==> src/rtl/bdq_pkg.sv <==
// Package with the shared types, sizes and ring helpers of the bounded deque.
`timescale 1ns / 1ps
package bdq_pkg;

  // Store size and the widths that follow from it.
  localparam int DEPTH = 64;
  localparam int PTR_W = $clog2(DEPTH);
  localparam int CNT_W = PTR_W + 1;

  // Fixed field widths of the words on the two channels.
  localparam int KIND_W = 3;
  localparam int DATA_W = 32;
  localparam int POS_W  = 6;
  localparam int COUNT_W = 7;
  localparam int STAT_W = 2;

  typedef enum logic [KIND_W-1:0] {
    KIND_PUSH_FRONT = 3'd0,
    KIND_PUSH_BACK  = 3'd1,
    KIND_POP_FRONT  = 3'd2,
    KIND_POP_BACK   = 3'd3,
    KIND_READ       = 3'd4,
    KIND_CLEAR      = 3'd5
  } kind_t;

  typedef enum logic [STAT_W-1:0] {
    ST_OK    = 2'd0,
    ST_FULL  = 2'd1,
    ST_RANGE = 2'd2,
    ST_EMPTY = 2'd3
  } status_t;

  typedef enum logic {
    S_IDLE  = 1'b0,
    S_FETCH = 1'b1
  } state_t;

  // Commands from the controller to the datapath.
  typedef struct packed {
    logic accept;
    logic load_out;
  } cmd_t;

  // Ring position that lies off entries after ptr; off is at most DEPTH.
  function automatic logic [PTR_W-1:0] ring_add(input logic [PTR_W-1:0] ptr,
                                               input logic [CNT_W-1:0] off);
    logic [CNT_W:0] sum;
    sum = {2'b00, ptr} + {1'b0, off};
    if (sum >= (CNT_W+1)'(DEPTH)) begin
      sum = sum - (CNT_W+1)'(DEPTH);
    end
    return sum[PTR_W-1:0];
  endfunction

  // Ring position just before ptr.
  function automatic logic [PTR_W-1:0] ring_dec(input logic [PTR_W-1:0] ptr);
    logic [PTR_W-1:0] res;
    if (ptr == '0) begin
      res = PTR_W'(DEPTH - 1);
    end else begin
      res = ptr - 1'b1;
    end
    return res;
  endfunction

endpackage

==> src/rtl/bdq_ctrl.sv <==
// Controller state machine of the bounded deque: sequences accept, fetch and output load.
`timescale 1ns / 1ps
module bdq_ctrl (
  input  logic          clk,
  input  logic          rst,
  input  logic          in_valid,
  output logic          in_stall,
  output logic          out_valid,
  input  logic          out_stall,
  output bdq_pkg::cmd_t cmd
);
  import bdq_pkg::*;

  state_t state;
  state_t state_next;
  logic   out_valid_next;

  // State and output-valid registers.
  always_ff @(posedge clk) begin
    if (rst) begin
      state     <= S_IDLE;
      out_valid <= 1'b0;
    end else begin
      state     <= state_next;
      out_valid <= out_valid_next;
    end
  end

  // Next state: an accepted word waits in fetch until the output register is free.
  always_comb begin
    state_next = state;
    case (state)
      S_IDLE: begin
        if (in_valid) begin
          state_next = S_FETCH;
        end
      end
      S_FETCH: begin
        if (!out_valid || !out_stall) begin
          state_next = S_IDLE;
        end
      end
      default: state_next = S_IDLE;
    endcase
  end

  // Outputs: handshake and datapath commands.
  always_comb begin
    in_stall     = 1'b1;
    cmd.accept   = 1'b0;
    cmd.load_out = 1'b0;
    case (state)
      S_IDLE: begin
        in_stall   = 1'b0;
        cmd.accept = in_valid;
      end
      S_FETCH: begin
        cmd.load_out = !out_valid || !out_stall;
      end
      default: begin
        in_stall = 1'b1;
      end
    endcase
  end

  // The output register fills on a load and empties when its word is taken.
  always_comb begin
    out_valid_next = out_valid;
    if (cmd.load_out) begin
      out_valid_next = 1'b1;
    end else if (out_valid && !out_stall) begin
      out_valid_next = 1'b0;
    end
  end

  a_accept_fetch: assert property (@(posedge clk) disable iff (rst)
    (in_valid && !in_stall) |=> (state == S_FETCH))
    else $error("accepted word did not move the controller to fetch");

  a_load_valid: assert property (@(posedge clk) disable iff (rst)
    cmd.load_out |=> out_valid)
    else $error("output load did not raise out_valid");

  a_wait_busy: assert property (@(posedge clk) disable iff (rst)
    (state == S_FETCH && out_valid && out_stall) |=> (state == S_FETCH))
    else $error("fetch left while the output register was still occupied");

endmodule

==> src/rtl/bdq_datapath.sv <==
// Datapath of the bounded deque: element memory, ring pointer, count and output register.
`timescale 1ns / 1ps
module bdq_datapath (
  input  logic                                clk,
  input  logic                                rst,
  input  bdq_pkg::cmd_t                       cmd,
  input  logic        [bdq_pkg::KIND_W-1:0]   kind,
  input  logic signed [bdq_pkg::DATA_W-1:0]   value,
  input  logic        [bdq_pkg::POS_W-1:0]    position,
  output logic signed [bdq_pkg::DATA_W-1:0]   read_value,
  output logic        [bdq_pkg::COUNT_W-1:0]  count,
  output logic                                is_empty,
  output logic        [bdq_pkg::STAT_W-1:0]   status
);
  import bdq_pkg::*;

  logic [DATA_W-1:0] mem [DEPTH];
  logic [DATA_W-1:0] mem_q;

  logic [PTR_W-1:0] front_ptr;
  logic [CNT_W-1:0] elem_count;
  status_t          op_status;
  logic             op_read;

  logic [PTR_W-1:0] front_ptr_next;
  logic [CNT_W-1:0] elem_count_next;
  status_t          op_status_next;
  logic             op_read_next;
  logic             wr_en;
  logic             rd_en;
  logic [PTR_W-1:0] wr_addr;
  logic [PTR_W-1:0] rd_addr;
  logic             full;
  logic             empty;

  assign full  = (elem_count >= CNT_W'(DEPTH));
  assign empty = (elem_count == '0);

  // Decode of one operation against the current pointer and count.
  always_comb begin
    front_ptr_next  = front_ptr;
    elem_count_next = elem_count;
    op_status_next  = ST_OK;
    op_read_next    = 1'b0;
    wr_en           = 1'b0;
    rd_en           = 1'b0;
    wr_addr         = ring_dec(front_ptr);
    rd_addr         = ring_add(front_ptr, CNT_W'(position));
    case (kind_t'(kind))
      KIND_PUSH_FRONT: begin
        if (full) begin
          op_status_next = ST_FULL;
        end else begin
          front_ptr_next  = ring_dec(front_ptr);
          wr_en           = 1'b1;
          elem_count_next = elem_count + 1'b1;
        end
      end
      KIND_PUSH_BACK: begin
        wr_addr = ring_add(front_ptr, elem_count);
        if (full) begin
          op_status_next = ST_FULL;
        end else begin
          wr_en           = 1'b1;
          elem_count_next = elem_count + 1'b1;
        end
      end
      KIND_POP_FRONT: begin
        if (empty) begin
          op_status_next = ST_EMPTY;
        end else begin
          front_ptr_next  = ring_add(front_ptr, CNT_W'(1));
          elem_count_next = elem_count - 1'b1;
        end
      end
      KIND_POP_BACK: begin
        if (empty) begin
          op_status_next = ST_EMPTY;
        end else begin
          elem_count_next = elem_count - 1'b1;
        end
      end
      KIND_READ: begin
        if (CNT_W'(position) >= elem_count) begin
          op_status_next = ST_RANGE;
        end else begin
          rd_en        = 1'b1;
          op_read_next = 1'b1;
        end
      end
      KIND_CLEAR: begin
        front_ptr_next  = '0;
        elem_count_next = '0;
      end
      default: begin
        op_status_next = ST_OK;
      end
    endcase
  end

  // Pointer and count update on each accepted word.
  always_ff @(posedge clk) begin
    if (rst) begin
      front_ptr  <= '0;
      elem_count <= '0;
    end else if (cmd.accept) begin
      front_ptr  <= front_ptr_next;
      elem_count <= elem_count_next;
    end
  end

  // Per-word decode results held until the output load.
  always_ff @(posedge clk) begin
    if (cmd.accept) begin
      op_status <= op_status_next;
      op_read   <= op_read_next;
    end
  end

  // Element memory with one write or one registered read per word.
  always_ff @(posedge clk) begin
    if (cmd.accept && wr_en) begin
      mem[wr_addr] <= value;
    end
    if (cmd.accept && rd_en) begin
      mem_q <= mem[rd_addr];
    end
  end

  // Output register, loaded once the controller sees it free.
  always_ff @(posedge clk) begin
    if (cmd.load_out) begin
      read_value <= op_read ? mem_q : '0;
      count      <= COUNT_W'(elem_count);
      is_empty   <= empty;
      status     <= op_status;
    end
  end

  a_count_bound: assert property (@(posedge clk) disable iff (rst)
    elem_count <= CNT_W'(DEPTH))
    else $error("element count exceeds the store depth");

  a_load_empty: assert property (@(posedge clk) disable iff (rst)
    cmd.load_out |=> (is_empty == (count == '0)))
    else $error("empty flag disagrees with the count in the output word");

endmodule

==> src/rtl/bounded_deque_with_index_read.sv <==
// Bounded deque with index read: top level joining controller and datapath.
//
// Each input word carries one operation (push front, push back, pop front,
// pop back, read at a position from the front, or clear) in kind, with the
// push data in value and the read index in position. Every word produces
// exactly one output word: read_value (the element read, zero otherwise),
// count after the operation, is_empty and a status code.
// Both channels use valid and stall; a word moves on a rising edge where
// valid is high and stall is low.
// The result of an accepted word is held in the datapath (registered memory
// read and status) and loaded into the output register once that is free.
// The next word is not accepted until the previous one has been loaded into
// the output register, since the controller stalls the input while in fetch.
// If the receiver stalls, the result waits in the output register; the next
// word is still accepted, and its result waits in the datapath until the
// output register is taken. in_stall stays high while a word is in flight.
// Reset empties the deque (count and front pointer zero); no clearing pass
// is needed since only entries inside the count are ever read.
`timescale 1ns / 1ps
module bounded_deque_with_index_read (
  input  logic                                clk,
  input  logic                                rst,
  input  logic                                in_valid,
  output logic                                in_stall,
  input  logic        [bdq_pkg::KIND_W-1:0]   kind,
  input  logic signed [bdq_pkg::DATA_W-1:0]   value,
  input  logic        [bdq_pkg::POS_W-1:0]    position,
  output logic                                out_valid,
  input  logic                                out_stall,
  output logic signed [bdq_pkg::DATA_W-1:0]   read_value,
  output logic        [bdq_pkg::COUNT_W-1:0]  count,
  output logic                                is_empty,
  output logic        [bdq_pkg::STAT_W-1:0]   status
);
  import bdq_pkg::*;

  cmd_t cmd;

  bdq_ctrl u_ctrl (
    .clk       (clk),
    .rst       (rst),
    .in_valid  (in_valid),
    .in_stall  (in_stall),
    .out_valid (out_valid),
    .out_stall (out_stall),
    .cmd       (cmd)
  );

  bdq_datapath u_datapath (
    .clk        (clk),
    .rst        (rst),
    .cmd        (cmd),
    .kind       (kind),
    .value      (value),
    .position   (position),
    .read_value (read_value),
    .count      (count),
    .is_empty   (is_empty),
    .status     (status)
  );

endmodule
==> config.mk <==
export PLATFORM = sky130hd
export DESIGN_NAME = bounded_deque_with_index_read
export DESIGN_NICKNAME = d
export VERILOG_FILES = /design/src/rtl/bdq_pkg.sv /design/src/rtl/bdq_ctrl.sv /design/src/rtl/bdq_datapath.sv /design/src/rtl/bounded_deque_with_index_read.sv
export SDC_FILE = /design/constraint.sdc
export NUM_CORES = 2
export LEC_CHECK = 0
export BUFFER_PORTS_ARGS = -buffer_cell sky130_fd_sc_hd__buf_4
export CAP_MARGIN = 40
export CORE_ASPECT_RATIO = 1.5
export CORE_UTILIZATION = 46
export DETAILED_ROUTE_END_ITERATION = 8
export GPL_ROUTABILITY_DRIVEN = 0
export PLACE_DENSITY = 0.72
export SYNTH_ARGS = -nofsm -noshare
export SYNTH_HDL_FRONTEND = slang
export SYNTH_SLANG_ARGS = --single-unit
==> constraint.sdc <==
create_clock -name clk -period 4.8 [get_ports clk]
set_clock_uncertainty 0.1 [all_clocks]
set_input_delay 0.24 -clock clk [delete_from_list [all_inputs] [get_ports clk]]
set_output_delay 0.24 -clock clk [all_outputs]
set_load 0.005 [all_outputs]
==> summary.md <==
| Metric | Value |
|---|---|
| Status | finished, final reports clean |
| Final wirelength | 205 mm |
| Post-synth EDFFs | 2125 |
| CTS tree | built |
| Routed via count | 40048 |
| H-Tree Depth | 4 |
| Synthesized instance count | 3723 |
| # rows | 189 |
| WS Path Type | flip-flop to flip-flop |
| Max Slew Vio Count | 0 |
| Worst reg2reg path depth | 8 |
| Final min period | 4.16 ns |
| Vias in the first global route | 40913 |
| Flops & latches, synth | 2140 |
| Max VDD drop | 0.282 mV |
| Drt via density | 6.20 |
| Starting Density | 46.4% |
| CP endpoint kind | flip-flop |
| Mapped Area | 82200 µm² |
| Initial detailed-routing violation count | 4733 |
| Sink Count | 2140 |
| Yosys cell types | 54 |
| Syn Area/Cell | 22.1 µm² |
| Die Footprint | 180000 µm² |
| Worst-path maximum fanout | 29 |
| Gr ovfl total | 0 |
| PortBufs | 88 |
| Power Density | 419 nW/µm² |
| Fmax | 240 MHz |
| Post-route cell area | 93500 µm² |
| Share of cells above drive strength 1 | 28.4% |
| Multi-input logic area | 17700 µm² |
| Initial antenna violation count | 12 |
| Worst reg2reg setup slack | 0.64 ns |
| Worst stage delay on the critical path | 0.91 ns |
| Switching Power | 0.00891 W |
| Wire per inst | 31.7 µm |
| Filler Cell Count | 13056 |
| Die Y | 520 µm |
| Slowest library cell on the worst path | fa_4 |
| CP arrival | 4.58 ns |
| Final Util | 52.8% |
| Setup bufs post-CTS | 0 |
| Crit share post-route | 86.7% |
| Area delta synth->final | 13.7% |
| Logic pwr share | 10.6% |
| Pre-antenna DRT Iters | 6 |
| Cell Chain, Critical Path | ha_4 > fa_4 > buf_12 > buf_4 > mux4_2 > mux4_2 > o22ai_1 > nor2_1 |
| Post-placement cell area | 87400 µm² |
| Synth Flop Type | edfxtp_1 |
| NumNets Final | 4103 |
| Clock slew at reported path FFs | 0.07 ns |
| Largest net degree at the start of global routing | 89 |
| Post-route ant nets | 0 |
| Hold Path Class | primary input to flip-flop |
| # setup viols final | 0 |
| Die width | 347 µm |
| Startpoint class of the critical path | flip-flop |
| Register share of total power | 52.9% |
| Cts bufs inserted | 180 |
| Maximum capacitance violations | 0 |
| Setup_tns | 0 ns |
| Worst skew pair latency | 0.81 ns |
| CP Data Required Time | 5.22 ns |
| YS warnings | 0 |
| CP dominant cell by count | mux4_2 |
| Async set-reset flop share out of synthesis | 0% |
| LEAKAGE | 29.1 nW |
| Total global-route track usage | 22.7% |
| Slew @ Worst Pin | 0.900 ns |
| Clock share of power | 36.5% |
| Pint | 0.0302 W |
| Seq/Total Area, Yosys | 78.0% |
| IO Count | 89 |
| Root Buffer | clkbuf_16 |
| Reg area | 64100 µm² |
| DRC | 0 |
| Relative max-transition margin | 39.8% |
| First-pass GRT wire length | 294 mm |
| DP Wirelength | 121 mm |
| Sw Share | 22.8% |
| Final number of hold-violating endpoints | 0 |
| Max Root-Sink Buffers | 4 |
| Core Region | 177000 µm² |
| Syn_nets | 3795 |
| Unrepaired setup endpoints after global routing | no |
| Hold Path Depth | 5 |
## what timing repair did
action / 4_1_cts / 5_1_grt
hold buffers: 40 / 0
endpoints found under the hold margin: 2064 / 0
resized for setup: 0 / 0
## Yosys cell counts, drive strengths merged, types with 4 or more instances
cell,count,share of area [%]
a211oi,5,0.052
a21o,6,0.055
a21oi,22,0.13
and2,34,0.26
buf,108,0.75
clkbuf,79,0.36
dfxtp,15,0.37
edfxtp,2125,78
ha,24,0.37
inv,16,0.073
mux2i,4,0.049
mux4,576,16
nand2,286,1.3
nand2b,6,0.046
nand3,138,0.84
nand4,33,0.25
nor2,125,0.57
nor2b,5,0.038
nor3,16,0.12
o21ai,11,0.067
o22ai,34,0.26
xnor2,13,0.16
xor2,6,0.064
## stage by stage
| stage | hold WS [ns] | worst slack, ns | std cells | total power, W |
|---|---|---|---|---|
| global placement | 0.303 | 0.687 | 6098 | 0.0252 |
| floorplan | 0.212 | 0.583 | 3723 | 0.0236 |
| finish | 0.125 | 0.636 | 6459 | 0.0392 |
| global route | 0.163 | 0.567 | 6456 | 0.0401 |
| CTS | 0.0764 | 0.644 | 6453 | 0.0393 |
| detailed placement | 0.312 | 0.671 | 6101 | 0.0252 |
## sequential cells by signal (all words and copies together), names as in the netlist
register,flops
u_datapath.front_ptr,6
u_datapath.status,2
u_datapath.read_value,32
u_datapath.mem,2048
u_datapath.op_read,1
u_datapath.mem_q,32
u_ctrl.out_valid,1
u_datapath.op_status,2
u_datapath.elem_count,7
u_ctrl.state,1
u_datapath.count,7
u_datapath.is_empty,1
## final cells by class
cell class / count / share of cell area, %
diodes: 6 / 0.0161
clock buffers: 216 / 5.01
flip-flops and latches: 2140 / 68.6
well taps: 2292 / 3.07
clock inverters: 96 / 0.995
repair buffers: 313 / 3.32
inverters: 16 / 0.0643
multi-input cells: 1380 / 18.9
## power groups by stage
stage / registers [W] / logic [W] / clock network [W]
finish: 0.0207 / 0.00417 / 0.0143
detailed placement: 0.0211 / 0.00414 / 0
global placement: 0.0211 / 0.00407 / 0
floorplan: 0.0211 / 0.00251 / 0
CTS: 0.0207 / 0.00419 / 0.0144
global route: 0.0207 / 0.00438 / 0.0151
## per-layer routing
| metal | global-route usage [%] | part of all wire (%) |
|---|---|---|
| met1 | 27.8 | 35 |
| met2 | 40.1 | 53 |
| met3 | 3.01 | 7.2 |
| met4 | 10.6 | 5.0 |
| met5 | 0 | 0.026 |
## placed cells by master, fill, tap and decap left out, types with 32 or more instances in the layout
cell,synthesis,routed
nor2_1,124,60
edfxtp_1,2125,2125
clkbuf_1,79,34
nand3_1,138,138
clkinv_1,0,32
nor2_4,0,64
buf_4,22,221
buf_12,0,49
nand2_1,286,284
clkbuf_16,0,182
mux4_2,576,576
dlygate4sd3_1,0,40
and2_1,34,34
nand4_1,33,33
o22ai_1,34,34
## kinds of logic after synthesis
kind of cell               share of synthesized area [%]
AOI/OAI and AO/OA                                  0.750
xor gates and xnor gates                           0.221
adders and majority gates                          0.438
buffers and inverters                               1.19
DFF                                                 78.0
muxes                                               15.8
and+or+nand+nor                                     3.56
## final timing paths
path	from	endpoint
hold reg to reg	u_datapath.op_status[1]$_DFFE_PP_	u_datapath.status[1]$_DFFE_PP_
hold / removal	position[4]	u_datapath.op_read$_DFFE_PP_
setup / recovery	u_datapath.front_ptr[0]$_SDFFE_PP0P_	u_datapath.mem_q[13]$_DFFE_PP_
setup reg to reg	u_datapath.front_ptr[0]$_SDFFE_PP0P_	u_datapath.mem_q[13]$_DFFE_PP_
## critical path: cells and delay by family (launching register included)
| family | cells | cell delay [ns] |
|---|---|---|
| compound gates | 1 | 0.47 |
| fa+ha+maj | 2 | 1.14 |
| buf+inv | 2 | 0.71 |
| flops | 1 | 0.43 |
| mux | 2 | 0.85 |
| simple gates | 1 | 0.15 |
(Power assumes the default switching activity.)
